## config.mk

```make
export PLATFORM = sky130hd
export DESIGN_NAME = dns_response_address_parser_core
export DESIGN_NICKNAME = d
export VERILOG_FILES = /design/src/hw/rtl/dras_pkg.sv /design/src/hw/rtl/dras_parser.sv /design/src/hw/rtl/dns_response_address_parser_core.sv
export SDC_FILE = /design/constraint.sdc
export NUM_CORES = 1
export LEC_CHECK = 0
export ABC_AREA = 1
export BUFFER_PORTS_ARGS = -buffer_cell sky130_fd_sc_hd__buf_2
export CORE_MARGIN = 2
export CORE_UTILIZATION = 60
export DETAILED_ROUTE_END_ITERATION = 8
export PLACE_DENSITY = 0.86
export SYNTH_ARGS = -nofsm -noshare
export SYNTH_HDL_FRONTEND = slang
export SYNTH_SLANG_ARGS = --single-unit
```

## constraint.sdc

```tcl
create_clock -name clk -period 7.8 [get_ports clk]
set_input_delay 0.39 -clock clk [delete_from_list [all_inputs] [get_ports clk]]
set_output_delay 0.39 -clock clk [all_outputs]
set_load 0.02 [all_outputs]
```

## src/hw/rtl/dras_pkg.sv

```systemverilog
// dras_pkg: types, status codes and constants shared by the dns response parser
// used by dras_parser and dns_response_address_parser_core, depends on nothing
`default_nettype none

package dras_pkg;

  // parse sections of the message
  typedef enum logic [3:0] {
    PH_HDR    = 4'd0,
    PH_QLEN   = 4'd1,
    PH_QLAB   = 4'd2,
    PH_QFIX   = 4'd3,
    PH_AFIRST = 4'd4,
    PH_APTR   = 4'd5,
    PH_ALEN   = 4'd6,
    PH_ALAB   = 4'd7,
    PH_ARR    = 4'd8,
    PH_ADATA  = 4'd9,
    PH_DONE   = 4'd10,
    PH_EXTRA  = 4'd11
  } phase_t;

  typedef enum logic [2:0] {
    ST_OK           = 3'd0,
    ST_NOT_RESPONSE = 3'd1,
    ST_RCODE_ERROR  = 3'd2,
    ST_LENGTH_ERROR = 3'd3,
    ST_NO_ADDRESS   = 3'd4
  } status_t;

  typedef struct packed {
    logic [7:0] msg_byte;
    logic       final_byte;
  } byte_item_t;

  typedef struct packed {
    logic [2:0]  status;
    logic [31:0] address;
    logic        id_mismatch;
  } result_item_t;

  localparam logic [15:0] EXPECTED_ID_RESET = 16'd6828;

  // first name byte above this marks a compression pointer
  localparam logic [7:0]  LABEL_LEN_MAX = 8'd63;

  localparam logic [15:0] TYPE_A     = 16'd1;
  localparam logic [15:0] A_DATA_LEN = 16'd4;

endpackage

`default_nettype wire

```

## src/hw/rtl/dras_parser.sv

```systemverilog
// dras_parser: phase machine and counters that walk a dns response one byte per step
// depends on dras_pkg; produces the result for the byte being stepped
`default_nettype none

module dras_parser (
  input  wire logic                  clk,
  input  wire logic                  rst,
  input  wire logic                  step,
  input  wire dras_pkg::byte_item_t  item,
  input  wire logic [15:0]           expected_id,
  output dras_pkg::result_item_t     result
);

  localparam logic [3:0] POS_ID_HI = 4'd0;
  localparam logic [3:0] POS_ID_LO = 4'd1;
  localparam logic [3:0] POS_FLAGS = 4'd2;
  localparam logic [3:0] POS_RCODE = 4'd3;
  localparam logic [3:0] POS_QD_HI = 4'd4;
  localparam logic [3:0] POS_QD_LO = 4'd5;
  localparam logic [3:0] POS_AN_HI = 4'd6;
  localparam logic [3:0] POS_AN_LO = 4'd7;
  localparam logic [3:0] POS_HDR_LAST = 4'd11;
  localparam logic [3:0] POS_FIX_LAST = 4'd3;
  localparam logic [3:0] POS_TYPE_HI = 4'd0;
  localparam logic [3:0] POS_TYPE_LO = 4'd1;
  localparam logic [3:0] POS_LEN_HI = 4'd8;
  localparam logic [3:0] POS_RR_LAST = 4'd9;

  dras_pkg::phase_t phase, phase_next;
  logic [3:0]  field_position, field_position_next;
  logic [15:0] questions_left, questions_left_next;
  logic [15:0] answers_left, answers_left_next;
  logic [7:0]  label_bytes_left, label_bytes_left_next;
  logic [15:0] record_type, record_type_next;
  logic [15:0] data_bytes_left, data_bytes_left_next;
  logic [31:0] address_shift, address_shift_next;
  logic [31:0] captured_address, captured_address_next;
  logic        record_found, record_found_next;
  logic        id_bad, id_bad_next;
  logic [2:0]  error_code, error_code_next;

  logic [7:0]  b;
  logic [7:0]  label_dec;
  logic [15:0] questions_dec;
  logic [15:0] answers_dec;
  logic [15:0] data_dec;
  logic [15:0] data_len_full;
  logic [31:0] shift_in;

  assign b             = item.msg_byte;
  assign label_dec     = label_bytes_left - 8'd1;
  assign questions_dec = questions_left - 16'd1;
  assign answers_dec   = answers_left - 16'd1;
  assign data_dec      = data_bytes_left - 16'd1;
  assign data_len_full = {data_bytes_left[15:8], b};
  assign shift_in      = {address_shift[23:0], b};

  always_comb begin
    phase_next            = phase;
    field_position_next   = field_position;
    questions_left_next   = questions_left;
    answers_left_next     = answers_left;
    label_bytes_left_next = label_bytes_left;
    record_type_next      = record_type;
    data_bytes_left_next  = data_bytes_left;
    address_shift_next    = address_shift;
    captured_address_next = captured_address;
    record_found_next     = record_found;
    id_bad_next           = id_bad;
    error_code_next       = error_code;

    unique case (phase)
      dras_pkg::PH_HDR: begin
        unique case (field_position)
          POS_ID_HI: if (b != expected_id[15:8]) id_bad_next = 1'b1;
          POS_ID_LO: if (b != expected_id[7:0]) id_bad_next = 1'b1;
          POS_FLAGS: if (!b[7]) error_code_next = dras_pkg::ST_NOT_RESPONSE;
          POS_RCODE: begin
            if (error_code == dras_pkg::ST_OK && b[3:0] != 4'd0) begin
              error_code_next = dras_pkg::ST_RCODE_ERROR;
            end
          end
          POS_QD_HI: questions_left_next = {b, 8'd0};
          POS_QD_LO: questions_left_next = {questions_left[15:8], b};
          POS_AN_HI: answers_left_next = {b, 8'd0};
          POS_AN_LO: answers_left_next = {answers_left[15:8], b};
          default: ;
        endcase
        if (field_position == POS_HDR_LAST) begin
          field_position_next = 4'd0;
          if (questions_left != 16'd0) begin
            phase_next = dras_pkg::PH_QLEN;
          end else begin
            phase_next = (answers_left != 16'd0) ? dras_pkg::PH_AFIRST : dras_pkg::PH_DONE;
          end
        end else begin
          field_position_next = field_position + 4'd1;
        end
      end
      dras_pkg::PH_QLEN: begin
        if (b == 8'd0) begin
          phase_next          = dras_pkg::PH_QFIX;
          field_position_next = 4'd0;
        end else begin
          label_bytes_left_next = b;
          phase_next            = dras_pkg::PH_QLAB;
        end
      end
      dras_pkg::PH_QLAB: begin
        label_bytes_left_next = label_dec;
        if (label_dec == 8'd0) phase_next = dras_pkg::PH_QLEN;
      end
      dras_pkg::PH_QFIX: begin
        if (field_position == POS_FIX_LAST) begin
          field_position_next = 4'd0;
          questions_left_next = questions_dec;
          if (questions_dec != 16'd0) begin
            phase_next = dras_pkg::PH_QLEN;
          end else begin
            phase_next = (answers_left != 16'd0) ? dras_pkg::PH_AFIRST : dras_pkg::PH_DONE;
          end
        end else begin
          field_position_next = field_position + 4'd1;
        end
      end
      dras_pkg::PH_AFIRST, dras_pkg::PH_ALEN: begin
        if (phase == dras_pkg::PH_AFIRST && b > dras_pkg::LABEL_LEN_MAX) begin
          phase_next = dras_pkg::PH_APTR;
        end else if (b == 8'd0) begin
          phase_next          = dras_pkg::PH_ARR;
          field_position_next = 4'd0;
        end else begin
          label_bytes_left_next = b;
          phase_next            = dras_pkg::PH_ALAB;
        end
      end
      dras_pkg::PH_APTR: begin
        phase_next          = dras_pkg::PH_ARR;
        field_position_next = 4'd0;
      end
      dras_pkg::PH_ALAB: begin
        label_bytes_left_next = label_dec;
        if (label_dec == 8'd0) phase_next = dras_pkg::PH_ALEN;
      end
      dras_pkg::PH_ARR: begin
        unique case (field_position)
          POS_TYPE_HI: record_type_next = {b, 8'd0};
          POS_TYPE_LO: record_type_next = {record_type[15:8], b};
          POS_LEN_HI:  data_bytes_left_next = {b, 8'd0};
          default: ;
        endcase
        if (field_position == POS_RR_LAST) begin
          field_position_next  = 4'd0;
          data_bytes_left_next = data_len_full;
          // from here record_type only flags an address record to capture
          record_type_next = (record_type == dras_pkg::TYPE_A &&
                              data_len_full == dras_pkg::A_DATA_LEN) ?
                             dras_pkg::TYPE_A : 16'd0;
          address_shift_next = 32'd0;
          if (data_len_full == 16'd0) begin
            answers_left_next = answers_dec;
            phase_next = (answers_dec != 16'd0) ? dras_pkg::PH_AFIRST : dras_pkg::PH_DONE;
          end else begin
            phase_next = dras_pkg::PH_ADATA;
          end
        end else begin
          field_position_next = field_position + 4'd1;
        end
      end
      dras_pkg::PH_ADATA: begin
        address_shift_next   = shift_in;
        data_bytes_left_next = data_dec;
        if (data_dec == 16'd0) begin
          if (record_type == dras_pkg::TYPE_A) begin
            captured_address_next = shift_in;
            record_found_next     = 1'b1;
          end
          answers_left_next = answers_dec;
          phase_next = (answers_dec != 16'd0) ? dras_pkg::PH_AFIRST : dras_pkg::PH_DONE;
        end
      end
      default: phase_next = dras_pkg::PH_EXTRA;
    endcase
  end

  // status is judged on the state after the final byte
  always_comb begin
    result.id_mismatch = id_bad_next;
    priority if (error_code_next != dras_pkg::ST_OK) begin
      result.status = error_code_next;
    end else if (phase_next == dras_pkg::PH_HDR && field_position_next < POS_RCODE) begin
      result.status = dras_pkg::ST_NOT_RESPONSE;
    end else if (phase_next != dras_pkg::PH_DONE) begin
      result.status = dras_pkg::ST_LENGTH_ERROR;
    end else if (!record_found_next) begin
      result.status = dras_pkg::ST_NO_ADDRESS;
    end else begin
      result.status = dras_pkg::ST_OK;
    end
    result.address = (result.status == dras_pkg::ST_OK) ? captured_address_next : 32'd0;
  end

  always_ff @(posedge clk) begin
    if (rst || (step && item.final_byte)) begin
      phase            <= dras_pkg::PH_HDR;
      field_position   <= 4'd0;
      questions_left   <= 16'd0;
      answers_left     <= 16'd0;
      label_bytes_left <= 8'd0;
      record_type      <= 16'd0;
      data_bytes_left  <= 16'd0;
      address_shift    <= 32'd0;
      captured_address <= 32'd0;
      record_found     <= 1'b0;
      id_bad           <= 1'b0;
      error_code       <= dras_pkg::ST_OK;
    end else if (step) begin
      phase            <= phase_next;
      field_position   <= field_position_next;
      questions_left   <= questions_left_next;
      answers_left     <= answers_left_next;
      label_bytes_left <= label_bytes_left_next;
      record_type      <= record_type_next;
      data_bytes_left  <= data_bytes_left_next;
      address_shift    <= address_shift_next;
      captured_address <= captured_address_next;
      record_found     <= record_found_next;
      id_bad           <= id_bad_next;
      error_code       <= error_code_next;
    end
  end

endmodule

`default_nettype wire

```

## src/hw/rtl/dns_response_address_parser_core.sv

```systemverilog
// dns_response_address_parser_core: top level with input register, parser and result register
// depends on dras_pkg and dras_parser
`default_nettype none

// Takes a dns response one byte per transfer, final_byte set on the last byte, and
// sustains one byte per clock while no final byte waits: each byte moves from the
// input register through the phase machine in dras_parser. result_valid is a
// register, set when the final byte leaves the input register. A final byte waits
// in the input register only while the previous result is still untaken, so
// byte_ready drops only then.
// expected_id is written through the cfg channel, which is always ready.
module dns_response_address_parser_core (
  input  wire logic                   clk,
  input  wire logic                   rst,
  input  wire logic                   cfg_valid,
  output logic                        cfg_ready,
  input  wire logic [15:0]            cfg_data,
  input  wire logic                   byte_valid,
  output logic                        byte_ready,
  input  wire dras_pkg::byte_item_t   byte_data,
  output logic                        result_valid,
  input  wire logic                   result_ready,
  output dras_pkg::result_item_t      result_data
);

  logic                   s_valid;
  dras_pkg::byte_item_t   s_item;
  logic                   advance;
  logic [15:0]            expected_id;
  dras_pkg::result_item_t parsed;

  assign cfg_ready  = 1'b1;
  assign advance    = s_valid && (!s_item.final_byte || !result_valid || result_ready);
  assign byte_ready = !s_valid || advance;

  always_ff @(posedge clk) begin
    if (rst) begin
      expected_id <= dras_pkg::EXPECTED_ID_RESET;
    end else if (cfg_valid) begin
      expected_id <= cfg_data;
    end
  end

  always_ff @(posedge clk) begin
    if (rst) begin
      s_valid <= 1'b0;
    end else if (byte_ready) begin
      s_valid <= byte_valid;
    end
  end

  always_ff @(posedge clk) begin
    if (byte_ready && byte_valid) begin
      s_item <= byte_data;
    end
  end

  dras_parser u_parser (
    .clk         (clk),
    .rst         (rst),
    .step        (advance),
    .item        (s_item),
    .expected_id (expected_id),
    .result      (parsed)
  );

  always_ff @(posedge clk) begin
    if (rst) begin
      result_valid <= 1'b0;
    end else if (advance && s_item.final_byte) begin
      result_valid <= 1'b1;
    end else if (result_ready) begin
      result_valid <= 1'b0;
    end
  end

  always_ff @(posedge clk) begin
    if (advance && s_item.final_byte) begin
      result_data <= parsed;
    end
  end

  // address only goes out with an ok status
  a_addr_zero: assert property (@(posedge clk) disable iff (rst)
    result_valid && result_data.status != dras_pkg::ST_OK |-> result_data.address == 32'd0)
    else $error("address given with a failing status");

  a_status_range: assert property (@(posedge clk) disable iff (rst)
    result_valid |-> result_data.status <= dras_pkg::ST_NO_ADDRESS)
    else $error("status code out of range");

  // input side stalls only behind an untaken result
  a_stall_cause: assert property (@(posedge clk) disable iff (rst)
    !byte_ready |-> s_valid && s_item.final_byte && result_valid && !result_ready)
    else $error("input stalled without a pending result");

  a_final_result: assert property (@(posedge clk) disable iff (rst)
    advance && s_item.final_byte |=> result_valid)
    else $error("final byte transfer gave no result");

endmodule

`default_nettype wire

```

==> flow_summary.toml <==
[sta]
setup_viol = 0
hold_viol = 0
rsz0062_at_grt = "false"
clock_skew_ns = 0.0138
tightest_slew_ns = 1.11
max-slew-margin-rel = 0.257
period_needed_ns = 4.32
finalSetupTns_ns = 0
period_share = 0.554
final_max_slew_viol_count = 0
max_freq_mhz = 231

[power]
intPower_mw = 1.80
switching_share = 0.290
p_clk_frac = 0.391
vdd_drop_max_uv = 200
p_switching_mw = 0.734
power.density_mw_per_mm2 = 205
p_total_mw = 2.53
pwr-share-seq = 0.449
comb_power_share = 0.160
cellLeakagePower_nw = 5.11

[min_path]
hold_path.class = "in2reg"

[route]
drt_iter0_drc = 1006
drc = 0
wl_per_cell_um = 15.4
vias = 10900
drtPass1Iterations = 6
ant_nets = 0
drt-vias-per-instance = 5.70
drt_wl_total_um = 29400

[place]
dp_cells = 1875
port_buffers = 67
place_congestion = 0.952
dp_hpwl_um = 19700
post_dp_cell_area_mm2 = 0.0117

[final_layout]
multi_input_area_mm2 = 0.00564
area_growth_pct = 8.97
seq_area_mm2 = 0.00453
final_cell_count_no_fill = 1913
fin_area_mm2 = 0.0124
nNetsFinal = 1706
fillers = 1608
antennaDiodeCount = 0
drive_gt1_frac = 0.119

[logic_synthesis]
seq_area_frac_synth = 0.399
synth_edf_count = 45
synth-main-ff-cell = "dfxtp_1"
ys_ff_latch = 204
ys_types = 48
yosysWarnings = 0
netlist_area_mm2 = 0.0114
synthArstFlopShare = 0
synth.avg_cell_area_um2 = 6.94
syn_inst = 1637
postSynthNetCount = 1679

[clocking]
clock-sinks = 204
cts_tree = "yes"
ctsResizeCount = 0
cts_root_buf = "clkbuf_16"
ctsHoldBuffers = 0
htree_levels = 1
cts_buffer_depth = 3
cts_buffers = 21
clk_latency_ns = 0.51
post-cts-setup-buffers = 0
clk_pin_slew_worst_paths_ns = 0.06

[setup_path]
rrSetupSlack_ns = 3.48
required_ns = 8.14
arrival_ns = 4.66
path_class = "reg2reg"
crit_path_max_fanout = 66
setup.worst_path.start_class = "flip-flop"
end_kind = "flip-flop"

[floorplanning]
die_w_um = 142
die_h_um = 142
initial_core_util = 0.609
core_area_mm2 = 0.0186
ios = 69
fp.dieArea_mm2 = 0.0200
rows = 50

[run]
maxCapViolCount = 0

[grt]
grt_use_total = 0.293
grt_start_max_net_pins = 83
grt_pass1_vias = 10200
grt_pass1_wl_um = 48500
overflow = 0
antenna_found_initial = 0

[outcome]
status = "completed"
==> layout by cell type (no fill, tap or decap), types with 12 or more instances in the layout <==
cell       instances
nand2_1          389
inv_1            209
nor2_1           183
dfxtp_1          159
o21ai_0          123
nand3_1           93
a21oi_1           89
buf_2             67
edfxtp_1          45
o22ai_1           33
a31oi_1           33
nor2_4            31
nor2_2            28
clkbuf_16         21
inv_2             15
o21ai_1           15
nand2_2           13
ha_1              12
==> sequential cells by signal (all words and copies together) (netlist names) <==
signal and flops:
result_valid 1, u_parser.field_position 4, u_parser.id_bad 1, u_parser.label_bytes_left 8, u_parser.phase 4, u_parser.captured_address 32, expected_id 16, u_parser.answers_left 16
u_parser.error_code 3, u_parser.record_found 1, s_valid 1, u_parser.questions_left 16, result_data 36, u_parser.data_bytes_left 16, u_parser.record_type 16, u_parser.address_shift 24
s_item 9
==> through the flow <==
stage | utilization | hold WS [ns] | worst slack [ns]
floorplan | - | 0.428 | 5.34
global placement | 0.628 | 0.439 | 3.62
detailed placement | 0.628 | 0.442 | 3.54
CTS | 0.664 | 0.0399 | 3.53
global route | 0.664 | 0.0524 | 3.11
finish | 0.664 | 0.0532 | 3.48
==> path summary, 6_finish.rpt <==
check / from / end / cells after the start
setup / recovery: u_parser.phase[1] / result_data[1] / 15
hold reg to reg: expected_id[12] / expected_id[12] / 2
setup reg to reg: u_parser.phase[1] / result_data[1] / 15
hold / removal: rst / s_valid / 2
==> worst max-delay path: stages (launching register included) <==
cell,delay [ns]
dfxtp_1,0.34
nor2_2,0.15
inv_1,0.08
nor2_4,0.22
inv_2,0.22
nor2_4,0.43
inv_1,0.44
nor2_1,0.25
nand2_2,0.63
nand3_1,0.29
inv_1,0.07
nand4_1,0.10
nand2_2,0.09
nor2_4,0.13
nand2_4,0.42
nor2_1,0.25
==> routing by layer <==
layer	up-vias	track usage	wire length (um)
li1	5357	-	-
met1	4983	0.403	12500
met2	483	0.488	13500
met3	81	0.0354	2520
met4	0	0.0889	819
met5	-	0	0
==> power groups by stage <==
stage	logic (mW)	clock network, mW	registers (mW)
finish	0.405	0.989	1.14
global placement	0.387	0	1.16
detailed placement	0.396	0	1.16
global route	0.455	1.03	1.14
CTS	0.398	0.996	1.14
floorplan	0.312	0	1.15
==> synthesized netlist by cell type, types with 4 or more instances <==
library cell	n	area, um^2
nor2_4	31	349
xor2_1	11	96.3
buf_1	4	15.0
inv_2	14	52.6
nor3_1	9	45.0
mux2i_1	8	80.1
o22ai_1	33	206
a31oi_1	33	206
o211ai_1	6	45.0
a211oi_1	9	67.6
nor4_1	8	50.1
clkinv_1	5	18.8
o21ai_1	15	75.1
nand2_2	10	62.6
inv_1	210	788
nor2_2	28	175
nand2_1	392	1470
nor2_1	183	687
dfxtp_1	159	3180
edfxtp_1	45	1350
o21ai_0	123	616
ha_1	12	150
nand4_1	11	68.8
buf_2	10	50.1
nand3_1	93	465
clkbuf_1	48	180
nand3b_1	7	52.6
a21oi_1	89	445
==> cell families (layout without fill, tap and decap cells) <==
family / Yosys count / in the layout / share of synthesized area
AOI/OAI and AO/OA: 322 / 322 / 0.157
xor gates and xnor gates: 13 / 13 / 0.0100
adders and majority gates: 12 / 12 / 0.0132
buffers and inverters: 298 / 340 / 0.105
DFF: 204 / 204 / 0.399
muxes: 8 / 8 / 0.00705
other: 1 / 1 / 0.000330
and+or+nand+nor: 779 / 779 / 0.308
==> area by class of cell <==
type / instances / area share
Multi-Input combinational cell: 1135 / 0.456
Sequential cell: 204 / 0.366
Inverter: 229 / 0.0694
Clock buffer: 32 / 0.0490
Timing Repair Buffer: 73 / 0.0307
Tap cell: 234 / 0.0237
Clock inverter: 6 / 0.00505
Power figures use the tool's default switching activity.
